`config.mk`:
```
export PLATFORM = sky130hd
export DESIGN_NAME = floppy_head_stepper_motor_ctrl_unit
export DESIGN_NICKNAME = d
export VERILOG_FILES = /design/src/sv/fhs_pkg.sv /design/src/sv/fhs_front.sv /design/src/sv/fhs_queue.sv /design/src/sv/fhs_back.sv /design/src/sv/floppy_head_stepper_motor_ctrl_unit.sv
export SDC_FILE = /design/constraint.sdc
export NUM_CORES = 2
export LEC_CHECK = 0
export BUFFER_PORTS_ARGS = -buffer_cell sky130_fd_sc_hd__buf_2
export CAP_MARGIN = 20
export CORE_MARGIN = 2
export CORE_UTILIZATION = 65
export CTS_BUF_LIST = sky130_fd_sc_hd__clkbuf_4 sky130_fd_sc_hd__clkbuf_8 sky130_fd_sc_hd__clkbuf_16
export CTS_CLUSTER_DIAMETER = 120
export DETAILED_ROUTE_END_ITERATION = 8
export GPL_ROUTABILITY_DRIVEN = 0
export PLACE_DENSITY = 0.82
export SYNTH_ARGS = -nofsm -noshare
export SYNTH_HDL_FRONTEND = slang
export SYNTH_SLANG_ARGS = --single-unit
```
`constraint.sdc`:
```
create_clock -name aclk -period 8.4 [get_ports aclk]
set_input_delay 0.42 -clock aclk [delete_from_list [all_inputs] [get_ports aclk]]
set_output_delay 0.42 -clock aclk [all_outputs]
set_load 0.02 [all_outputs]
```
`src/sv/fhs_pkg.sv`:
```
// Shared types, constants and helpers for the floppy head stepper controller.
package fhs_pkg;

    // Geometry and drive count
    localparam int QUARTER_TRACKS = 160;
    localparam int DRIVES         = 2;

    // Field widths
    localparam int POS_W    = 8;
    localparam int LVL_W    = 24;
    localparam int CYC_W    = 20;
    localparam int STEP_W   = 16;
    localparam int SETTLE_W = 16;
    localparam int PROD_W   = STEP_W + CYC_W;
    localparam int CFG_W    = 24;
    localparam int IDX_W    = 3;

    localparam logic [LVL_W-1:0] FULL_LEVEL = 24'hFFFFFF;
    localparam logic [3:0]       NIB_MASK   = 4'hF;

    // Command codes
    localparam logic [1:0] CMD_PHASE  = 2'd0;
    localparam logic [1:0] CMD_MOTOR  = 2'd1;
    localparam logic [1:0] CMD_SELECT = 2'd2;
    localparam logic [1:0] CMD_CHECK  = 2'd3;

    // Configuration register indexes
    localparam logic [IDX_W-1:0] REG_SETTLE_CYCLES  = 3'd0;
    localparam logic [IDX_W-1:0] REG_SPINUP_STEP    = 3'd1;
    localparam logic [IDX_W-1:0] REG_SPINDOWN_STEP  = 3'd2;
    localparam logic [IDX_W-1:0] REG_READABLE_LEVEL = 3'd3;
    localparam logic [IDX_W-1:0] REG_DISK_PRESENT   = 3'd4;

    // Configuration reset values
    localparam logic [SETTLE_W-1:0] RST_SETTLE_CYCLES  = 16'd3069;
    localparam logic [STEP_W-1:0]   RST_SPINUP_STEP    = 16'd41;
    localparam logic [STEP_W-1:0]   RST_SPINDOWN_STEP  = 16'd16;
    localparam logic [LVL_W-1:0]    RST_READABLE_LEVEL = 24'd11184810;
    localparam logic [1:0]          RST_DISK_PRESENT   = 2'd0;

    // Command queue geometry
    localparam int QDEPTH = 4;
    localparam int QPTR_W = $clog2(QDEPTH);
    localparam int QCNT_W = $clog2(QDEPTH + 1);

    typedef struct packed {
        logic [SETTLE_W-1:0] settle_cycles;
        logic [STEP_W-1:0]   spinup_step;
        logic [STEP_W-1:0]   spindown_step;
        logic [LVL_W-1:0]    readable_level;
        logic [1:0]          disk_present;
    } cfg_t;

    // Classified command as carried from front to back
    typedef struct packed {
        logic              is_phase;
        logic              is_motor;
        logic              is_select;
        logic [3:0]        coil_mask;
        logic              code_bit;
        logic [CYC_W-1:0]  cyc;
        logic [PROD_W-1:0] up_amt;
        logic [PROD_W-1:0] dn_amt;
    } op_t;

    function automatic logic [3:0] rot_left4(input logic [3:0] x);
        rot_left4 = {x[2:0], x[3]} & NIB_MASK;
    endfunction

    function automatic logic [3:0] rot_right4(input logic [3:0] x);
        rot_right4 = {x[0], x[3:1]} & NIB_MASK;
    endfunction

endpackage

```
`src/sv/fhs_front.sv`:
```
// Front end: accepts transactions, decodes the command and scales the speed ramps.
module fhs_front import fhs_pkg::*; (
    input  logic             s_valid,
    output logic             s_ready,
    input  logic [1:0]       s_cmd,
    input  logic [2:0]       s_switch_code,
    input  logic [CYC_W-1:0] s_elapsed_cycles,
    input  cfg_t             cfg,
    input  logic             q_full,
    output logic             q_push,
    output op_t              q_data
);

    // Accept whenever the queue has room
    assign s_ready = !q_full;
    assign q_push  = s_valid && !q_full;

    // Command decode
    always_comb begin
        q_data.is_phase  = 1'b0;
        q_data.is_motor  = 1'b0;
        q_data.is_select = 1'b0;
        case (s_cmd)
            CMD_PHASE:  q_data.is_phase  = 1'b1;
            CMD_MOTOR:  q_data.is_motor  = 1'b1;
            CMD_SELECT: q_data.is_select = 1'b1;
            CMD_CHECK:  ;
            default:    ;
        endcase
        q_data.coil_mask = 4'b0001 << s_switch_code[2:1];
        q_data.code_bit  = s_switch_code[0];
        q_data.cyc       = s_elapsed_cycles;
        // Ramp amounts over the elapsed interval
        q_data.up_amt    = PROD_W'(cfg.spinup_step) * PROD_W'(s_elapsed_cycles);
        q_data.dn_amt    = PROD_W'(cfg.spindown_step) * PROD_W'(s_elapsed_cycles);
    end

endmodule

```
`src/sv/fhs_queue.sv`:
```
// Short FIFO of classified commands between front and back.
module fhs_queue import fhs_pkg::*; (
    input  logic aclk,
    input  logic aresetn,
    input  logic push,
    input  op_t  push_data,
    output logic full,
    input  logic pop,
    output logic head_valid,
    output op_t  head_data
);

    op_t               mem [QDEPTH];
    logic [QPTR_W-1:0] wr_ptr_reg, wr_ptr_next;
    logic [QPTR_W-1:0] rd_ptr_reg, rd_ptr_next;
    logic [QCNT_W-1:0] count_reg, count_next;

    assign full       = (count_reg == QCNT_W'(QDEPTH));
    assign head_valid = (count_reg != '0);
    assign head_data  = mem[rd_ptr_reg];

    // Pointer and fill bookkeeping
    always_comb begin
        wr_ptr_next = push ? wr_ptr_reg + 1'b1 : wr_ptr_reg;
        rd_ptr_next = pop  ? rd_ptr_reg + 1'b1 : rd_ptr_reg;
        count_next  = count_reg;
        if (push && !pop) begin
            count_next = count_reg + 1'b1;
        end else if (!push && pop) begin
            count_next = count_reg - 1'b1;
        end
    end

    always_ff @(posedge aclk) begin
        if (!aresetn) begin
            wr_ptr_reg <= '0;
            rd_ptr_reg <= '0;
            count_reg  <= '0;
        end else begin
            wr_ptr_reg <= wr_ptr_next;
            rd_ptr_reg <= rd_ptr_next;
            count_reg  <= count_next;
        end
    end

    // Storage
    always_ff @(posedge aclk) begin
        if (push) begin
            mem[wr_ptr_reg] <= push_data;
        end
    end

endmodule

```
`src/sv/fhs_back.sv`:
```
// Back end: per-drive state, head stepping, spindle ramp and the result register.
module fhs_back import fhs_pkg::*; (
    input  logic             aclk,
    input  logic             aresetn,
    input  cfg_t             cfg,
    input  logic             op_valid,
    input  op_t              op,
    output logic             op_pop,
    output logic             m_valid,
    input  logic             m_ready,
    output logic [POS_W-1:0] m_quarter_track,
    output logic             m_head_moved,
    output logic             m_head_settled,
    output logic             m_read_ready,
    output logic             m_active_drive
);

    // Drive state
    logic                sel_reg, sel_next;
    logic [3:0]          phase_reg  [2];
    logic [3:0]          phase_next [2];
    logic [3:0]          last_reg   [2];
    logic [3:0]          last_next  [2];
    logic [POS_W-1:0]    pos_reg    [2];
    logic [POS_W-1:0]    pos_next   [2];
    logic [SETTLE_W-1:0] settle_reg [2];
    logic [SETTLE_W-1:0] settle_next[2];
    logic                motor_reg  [2];
    logic                motor_next [2];
    logic [LVL_W-1:0]    lvl_reg    [2];
    logic [LVL_W-1:0]    lvl_next   [2];

    // Result register
    logic             m_valid_reg;
    logic [POS_W-1:0] quarter_track_reg;
    logic             head_moved_reg, head_settled_reg, read_ready_reg, active_drive_reg;

    logic fire;

    // Phase step decode for the selected drive
    logic [3:0]       cur_phase, prev_phase;
    logic [2:0]       n_on;
    logic             fwd, bwd, moved;
    logic [1:0]       step_mag;
    logic signed [9:0] pos_sum, pos_fix;
    logic             ready_now;

    assign fire   = op_valid && (!m_valid_reg || m_ready);
    assign op_pop = fire;

    always_comb begin
        prev_phase = last_reg[sel_reg];
        cur_phase  = op.code_bit ? (phase_reg[sel_reg] | op.coil_mask)
                                 : (phase_reg[sel_reg] & ~op.coil_mask & NIB_MASK);
        n_on       = 3'($countones(cur_phase));
        fwd        = |(cur_phase & rot_left4(prev_phase));
        bwd        = |(cur_phase & rot_right4(prev_phase));
        step_mag   = (n_on == 3'd1) ? 2'd2 : 2'd1;
        pos_sum    = fwd ? $signed({2'b00, pos_reg[sel_reg]}) + $signed({8'd0, step_mag})
                         : $signed({2'b00, pos_reg[sel_reg]}) - $signed({8'd0, step_mag});
        // Clamp low, snap single-phase to even, then clamp high
        pos_fix = pos_sum;
        if (pos_sum < 0) begin
            pos_fix = '0;
        end else if (n_on == 3'd1) begin
            pos_fix[0] = 1'b0;
        end
        if (pos_fix >= $signed(10'(QUARTER_TRACKS))) begin
            pos_fix = $signed(10'(QUARTER_TRACKS - 1));
        end
        moved = op.is_phase && (cur_phase != phase_reg[sel_reg])
                && (n_on == 3'd1 || n_on == 3'd2) && (fwd || bwd);
    end

    // Next drive state
    always_comb begin
        sel_next = sel_reg;
        for (int d = 0; d < 2; d++) begin
            phase_next[d]  = phase_reg[d];
            last_next[d]   = last_reg[d];
            pos_next[d]    = pos_reg[d];
            settle_next[d] = settle_reg[d];
            motor_next[d]  = motor_reg[d];
            lvl_next[d]    = lvl_reg[d];
        end
        if (fire) begin
            // Advance every drive over the elapsed interval
            for (int d = 0; d < DRIVES; d++) begin
                if ({4'd0, settle_reg[d]} > op.cyc) begin
                    settle_next[d] = SETTLE_W'({4'd0, settle_reg[d]} - op.cyc);
                end else begin
                    settle_next[d] = '0;
                end
                if (motor_reg[d]) begin
                    if ({13'd0, lvl_reg[d]} + {1'b0, op.up_amt} > {13'd0, FULL_LEVEL}) begin
                        lvl_next[d] = FULL_LEVEL;
                    end else begin
                        lvl_next[d] = lvl_reg[d] + op.up_amt[LVL_W-1:0];
                    end
                end else begin
                    if ({12'd0, lvl_reg[d]} > op.dn_amt) begin
                        lvl_next[d] = lvl_reg[d] - op.dn_amt[LVL_W-1:0];
                    end else begin
                        lvl_next[d] = '0;
                    end
                end
            end
            // Apply the command to the selected drive
            if (op.is_phase && (cur_phase != phase_reg[sel_reg])) begin
                phase_next[sel_reg] = cur_phase;
                if (n_on == 3'd1 || n_on == 3'd2) begin
                    last_next[sel_reg] = cur_phase;
                    if (fwd || bwd) begin
                        settle_next[sel_reg] = cfg.settle_cycles;
                        pos_next[sel_reg]    = pos_fix[POS_W-1:0];
                    end
                end
            end
            if (op.is_motor) begin
                motor_next[sel_reg] = op.code_bit;
            end
            if (op.is_select && (int'(op.code_bit) < DRIVES)) begin
                sel_next = op.code_bit;
            end
        end
    end

    assign ready_now = (settle_next[sel_next] == '0)
                       && (lvl_next[sel_next] >= cfg.readable_level)
                       && cfg.disk_present[sel_next];

    // State and handshake registers
    always_ff @(posedge aclk) begin
        if (!aresetn) begin
            sel_reg     <= 1'b0;
            m_valid_reg <= 1'b0;
            for (int d = 0; d < 2; d++) begin
                phase_reg[d]  <= '0;
                last_reg[d]   <= '0;
                pos_reg[d]    <= '0;
                settle_reg[d] <= '0;
                motor_reg[d]  <= 1'b0;
                lvl_reg[d]    <= '0;
            end
        end else begin
            sel_reg <= sel_next;
            for (int d = 0; d < 2; d++) begin
                phase_reg[d]  <= phase_next[d];
                last_reg[d]   <= last_next[d];
                pos_reg[d]    <= pos_next[d];
                settle_reg[d] <= settle_next[d];
                motor_reg[d]  <= motor_next[d];
                lvl_reg[d]    <= lvl_next[d];
            end
            if (fire) begin
                m_valid_reg <= 1'b1;
            end else if (m_ready) begin
                m_valid_reg <= 1'b0;
            end
        end
    end

    // Result payload
    always_ff @(posedge aclk) begin
        if (fire) begin
            quarter_track_reg <= pos_next[sel_next];
            head_moved_reg    <= moved;
            head_settled_reg  <= (settle_next[sel_next] == '0);
            read_ready_reg    <= ready_now;
            active_drive_reg  <= sel_next;
        end
    end

    assign m_valid         = m_valid_reg;
    assign m_quarter_track = quarter_track_reg;
    assign m_head_moved    = head_moved_reg;
    assign m_head_settled  = head_settled_reg;
    assign m_read_ready    = read_ready_reg;
    assign m_active_drive  = active_drive_reg;

endmodule

```
`src/sv/floppy_head_stepper_motor_ctrl_unit.sv`:
```
// Top level of the floppy head stepper and spindle controller.
// The queue registers each accepted transaction; the back end registers its result.
// Throughput: one transaction per cycle unless the result side stalls (m_ready low).
// A four-entry command queue lets the input keep accepting while a result waits.
// Reset (aresetn low, synchronous) clears all drive state, the queue and the
// result valid flag, and loads the configuration registers with their defaults.
module floppy_head_stepper_motor_ctrl_unit import fhs_pkg::*; (
    input  logic             aclk,
    input  logic             aresetn,
    input  logic             s_valid,
    output logic             s_ready,
    input  logic [1:0]       s_cmd,
    input  logic [2:0]       s_switch_code,
    input  logic [CYC_W-1:0] s_elapsed_cycles,
    output logic             m_valid,
    input  logic             m_ready,
    output logic [POS_W-1:0] m_quarter_track,
    output logic             m_head_moved,
    output logic             m_head_settled,
    output logic             m_read_ready,
    output logic             m_active_drive,
    input  logic             cfg_wr_en,
    input  logic [IDX_W-1:0] cfg_idx,
    input  logic [CFG_W-1:0] cfg_wdata
);

    cfg_t cfg_reg;
    logic q_full, q_push, q_pop, q_head_valid;
    op_t  q_in, q_head;

    // Configuration registers
    always_ff @(posedge aclk) begin
        if (!aresetn) begin
            cfg_reg.settle_cycles  <= RST_SETTLE_CYCLES;
            cfg_reg.spinup_step    <= RST_SPINUP_STEP;
            cfg_reg.spindown_step  <= RST_SPINDOWN_STEP;
            cfg_reg.readable_level <= RST_READABLE_LEVEL;
            cfg_reg.disk_present   <= RST_DISK_PRESENT;
        end else if (cfg_wr_en) begin
            case (cfg_idx)
                REG_SETTLE_CYCLES:  cfg_reg.settle_cycles  <= cfg_wdata[SETTLE_W-1:0];
                REG_SPINUP_STEP:    cfg_reg.spinup_step    <= cfg_wdata[STEP_W-1:0];
                REG_SPINDOWN_STEP:  cfg_reg.spindown_step  <= cfg_wdata[STEP_W-1:0];
                REG_READABLE_LEVEL: cfg_reg.readable_level <= cfg_wdata[LVL_W-1:0];
                REG_DISK_PRESENT:   cfg_reg.disk_present   <= cfg_wdata[1:0];
                default:            ;
            endcase
        end
    end

    fhs_front u_front (
        .s_valid          (s_valid),
        .s_ready          (s_ready),
        .s_cmd            (s_cmd),
        .s_switch_code    (s_switch_code),
        .s_elapsed_cycles (s_elapsed_cycles),
        .cfg              (cfg_reg),
        .q_full           (q_full),
        .q_push           (q_push),
        .q_data           (q_in)
    );

    fhs_queue u_queue (
        .aclk       (aclk),
        .aresetn    (aresetn),
        .push       (q_push),
        .push_data  (q_in),
        .full       (q_full),
        .pop        (q_pop),
        .head_valid (q_head_valid),
        .head_data  (q_head)
    );

    fhs_back u_back (
        .aclk            (aclk),
        .aresetn         (aresetn),
        .cfg             (cfg_reg),
        .op_valid        (q_head_valid),
        .op              (q_head),
        .op_pop          (q_pop),
        .m_valid         (m_valid),
        .m_ready         (m_ready),
        .m_quarter_track (m_quarter_track),
        .m_head_moved    (m_head_moved),
        .m_head_settled  (m_head_settled),
        .m_read_ready    (m_read_ready),
        .m_active_drive  (m_active_drive)
    );

endmodule

```
======== Word level (Yosys, flattened, before mapping) ========
Memories as Yosys holds them, arrays and structs flattened. A register that Yosys moved wholly into a read port is not among the register bits.
Index checks and enable logic that the tools add are counted.
word-level totals
  register bits after elaboration ......... 95
  bits in latches ......................... 0
  input bits .............................. 57
  memory bits (read-only) ................. 0
  output and inout port bits .............. 14
  RAM bits ................................ 514
  logic and storage cells ................. 201
  memories ................................ 7
cells by class
  bitwise operators ....................... 19
  reductions and logical operators ........ 30
  equality and inequality tests ........... 10
  $lt $le $gt $ge ......................... 13
  div/mod/pow operators ................... 0
  add/subtract/negate cells ............... 17
  shifts and indexed selects .............. 1
  $mul .................................... 2
  mux-type cells .......................... 87
memories
  memory             depth  bits a word  read ports  clocked after Yosys merged registers in  wr ports  line             RTL
  u_queue.mem        4      100          1           1                                        1         fhs_queue.sv:13  op_t mem [QDEPTH];
  u_back.lvl_reg     2      24           2           0                                        2         fhs_back.sv:30   logic [LVL_W-1:0] lvl_reg [2];
  u_back.settle_reg  2      16           2           0                                        2         fhs_back.sv:26   logic [SETTLE_W-1:0] settle_reg [2];
  u_back.pos_reg     2      8            3           1                                        2         fhs_back.sv:24   logic [POS_W-1:0] pos_reg [2];
  u_back.last_reg    2      4            3           1                                        2         fhs_back.sv:22   logic [3:0] last_reg [2];
  u_back.phase_reg   2      4            3           1                                        2         fhs_back.sv:20   logic [3:0] phase_reg [2];
  1 more memories    -      -            -           -                                        -         -
operator list
  operator                count
  $mux W24                11
  $mux W16                14
  $mux W32                4
  $mux W8                 12
  $add A24 B36 Y37        2
  $gt A37 B24 Y1 const B  2
  $gt A24 B36 Y1          2
  $mul A16 B20 Y36        2
  $add A24 B24 Y24        2
  $mux W48                1
  $sub A24 B24 Y24        2
  $gt A16 B20 Y1          2
  $bwmux W32              1
  $sub A16 B16 Y16        2
  $ge A24 B24 Y1          1
  $mux W4                 6
  $mux W1                 21
  $bwmux W16              1
  $bwmux W8               2
  $demux W16 S1           1
  $logic_not A16 Y1       1
  $and A4 B4 Y4           3
  $or A1 B1 Y1            12
  $ge A10 B9 Y1 const B   1
  38 further kinds        71

======== Logic depth before layout (Yosys ltp) ========
  word-level depth ........................ 21
  depth in mapped cells ................... 31
  gate-level depth less buffers ........... 26

======== By module ========
From an unflattened synthesis, not the netlist that was laid out.
unflattened totals
  cell total of the unflattened synthesis .. 5442
  area, all modules ....................... 54462.2 um^2
modules (own cells, without submodules)
  module                               cells an instance  area each (um^2)  seq. area each (um^2)  times used
  fhs_front                            2492               21229.1           0.0                    1
  fhs_back                             2096               15309.7           2702.6                 1
  fhs_queue                            565                14975.6           12191.7                1
  floppy_head_stepper_motor_ctrl_unit  289                2947.8            1481.4                 1

======== Worst setup path after synthesis ========
OpenSTA, ideal clock, no wires.
  kind .................................... input -> register
  start point ............................. input s_elapsed_cycles[7]
  end point ............................... memory u_queue.mem[0][71] in the netlist's numbering, data pin
  path buffers ............................ 1
  library setup time ...................... 0.274 ns
  cell stages on the path ................. 25
  data arrival time ....................... 6.738 ns
  path slack .............................. 1.388 ns
  data required time ...................... 8.126 ns
  cell sequence ........................... clkbuf_1 nand2_1 fa_1 inv_1 fa_1 inv_1 fa_1 inv_1 fa_1 inv_1 fa_1 inv_1 fa_1 ha_1 a41o_1 a221oi_1 o21ai_0 o21ai_0 a21oi_1 a221o_1 o21ai_0 o21ai_0 a211o_1 a21oi_1 xnor2_1
RTL lines
  element             line                                       RTL
  start: declaration  floppy_head_stepper_motor_ctrl_unit.sv:14  input logic [CYC_W-1:0] s_elapsed_cycles,
  end: declaration    fhs_queue.sv:13

==> results.tsv <==
metric	value	unit
Post-synth ARST share	0	
Synth Flop Type	edfxtp_1	
CTS tree	done	
WL final	140	mm
Synth Register Bits	612	
I/O pin count	71	
post-CTS setup buffer count	0	
Seq/Total Area, Yosys	0.316	
crit path capture type	flip-flop	
Initial DRT Pass Iterations	7	
Distinct cells, synth	91	
number of max-cap violations	0	
Clock Root Buffer	clkbuf_16	
row count	103	
Initial Util	0.656	
chip height	286	um
PwrDens	258	nW/um2
grt total ovfl	0	
CP Data Arrival Time	8.30	ns
first-pass GRT wire length	219	mm
top post-synthesis cells by count	725 x nand2_1, 654 x inv_1, 510 x fa_1	
syn avg cell area	10.0	um2
die area	82100	um2
max reg flops	400	
maximum vdd ir drop	161	uV
Max Slew Vio Count	0	
largest net degree at the start of global routing	73	
Longest Clk Path Bufs	3	
RSZ-0062 raised after global routing	no	
Placement Setup Slack	0.520	ns
Worst Reg2Reg Path Length in Cells	24	
Synth area leader	edfxtp_1	
Slew @ Worst Pin	1.24	ns
share of cells above drive strength 1	0.0761	
status	finished clean	
post-route ant nets	0	
Residual DRC	0	
hpwl dp	103	mm
Hold Path Depth	3	
Max-slew headroom	0.170	
crit share post-route	0.933	
crit path time final	7.84	ns
WL/cell	22.3	um
ranking of synthesized cells by area	edfxtp_1 24%, fa_1 20%, ha_1 9.2%	
Post-Syn Area	51900	um2
Critical Path Fanout Max	21	
clock latency on the worst-skew pair	0.67	ns
worst setup margin	0.561	ns
Clock transition at path regs	0.06	ns
syn_nets	6127	
most common cell in the netlist	nand2_1	
total CTS buffers	60	
nets@finish	6102	
Post-synth EDFFs	412	
PortBufs	70	
clk sinks	612	
Critical Path RT	8.86	ns
static leakage power	0.0237	uW
via count	39617	
Final Skew	0.0611	ns
achievable frequency	128	MHz
htree depth	2	
Via density	6.33	
Worst Hold Class	in2reg	
TNS Setup	0	ns
Final Hold Viols	0	
Tot GR Track Use	0.345	
initial drt markers	4546	
Syn. warnings	0	
post-synth top area share	0.239	
startpoint type of the worst setup path	flip-flop	
crit path kind	reg2reg	
Syn Inst Count	5179	
Die W	286	um
number of global-route vias before repair	40231	
initial antenna violation count	4	
synthesis-to-finish area growth	6.81	%
final setup vio count	0	
core area	79000	um2
-- cells by family (layout without fill, tap and decap cells) --
group | count (synthesis) | count (layout) | share of synthesized area
AND/OR/NAND/NOR | 1562 | 1562 | 0.140
buffers and inverters | 901 | 926 | 0.0662
adder cells (fa/ha/maj) | 891 | 891 | 0.289
AO/OA/AOI/OAI | 890 | 890 | 0.110
flip-flops | 612 | 612 | 0.316
XOR/XNOR | 178 | 178 | 0.0301
multiplexers | 145 | 145 | 0.0491
other | 0 | 4 | 0
-- final timing paths --
kind                  from            endpoint  slack, ns
max            cfg_reg[44]  u_queue.mem[0][71]       0.56
min          cfg_wdata[18]         cfg_reg[20]       0.04
max reg2reg    cfg_reg[44]  u_queue.mem[0][71]       0.56
min reg2reg    cfg_reg[20]         cfg_reg[20]       0.45
-- placed cells by master (no fill, tap or decap), drive strengths merged, types with 74 or more instances in the layout --
| master | n |
|---|---|
| a21oi | 286 |
| o21ai | 187 |
| a21o | 74 |
| and2 | 244 |
| edfxtp | 412 |
| fa | 510 |
| mux4 | 85 |
| buf | 154 |
| nand2 | 725 |
| dfxtp | 200 |
| ha | 381 |
| nand3 | 87 |
| xnor2 | 120 |
| nor2 | 257 |
| inv | 659 |
-- layer usage --
layer  share of wire  track usage  up-vias
met5         0.00024            0        -
met4           0.042        0.129        4
met3            0.12       0.0911      479
met2            0.46        0.561     2321
met1            0.38        0.445    19337
li1                -            -    17476
-- metrics by stage --
step                      utilization  total power, uW  area, um2  hold slack (ns)  cells
after floorplan                     -             9420      51900            0.436   5179
after global placement          0.674            11000      53300            0.444   6135
after detailed placement        0.674            11300      53300            0.446   6136
after CTS                       0.701            14100      55300           0.0120   6252
after global routing            0.701            15100      55400           0.0475   6254
final                           0.701            14300      55400           0.0402   6258
-- critical path, cell delays in order (launching register included) --
cell and delay [ns]:
dfxtp_1 0.87, nand2_1 0.16, fa_1 0.54, inv_1 0.05, fa_1 0.47, inv_1 0.05
fa_1 0.50, inv_1 0.05, fa_1 0.48, inv_1 0.06, fa_1 0.52, inv_1 0.05
fa_1 0.47, ha_1 0.37, a41o_1 0.27, a221oi_1 0.30, o21ai_0 0.25, o21ai_0 0.23
a21oi_1 0.15, a221o_1 0.45, o21ai_0 0.37, o21ai_0 0.28, a211o_1 0.32, a21oi_1 0.17
xnor2_1 0.20
-- report_power, final --
part / total, uW / switching (uW) / internal [uW]
clock: 2780 / 1210 / 1580
sequential: 4130 / 232 / 3900
combinational: 7380 / 4640 / 2740
total: 14300 / 6080 / 8220
-- timing repair --
action	in CTS	in global routing
resized for setup	0	0
hold buffers	4	0
endpoints found under the hold margin	7	0
-- cell type report --
class                      count  area, um2
clock buffer                  72       1590
inverter                     655       2460
fill                        5540      23600
multi-input combinational   3666      32100
antenna                        4       10.0
clock inverter                40        444
tap                         1050       1310
timing repair buffer         159       1080
sequential                   612      16400
No activity file was read; power rests on OpenSTA's default activity.
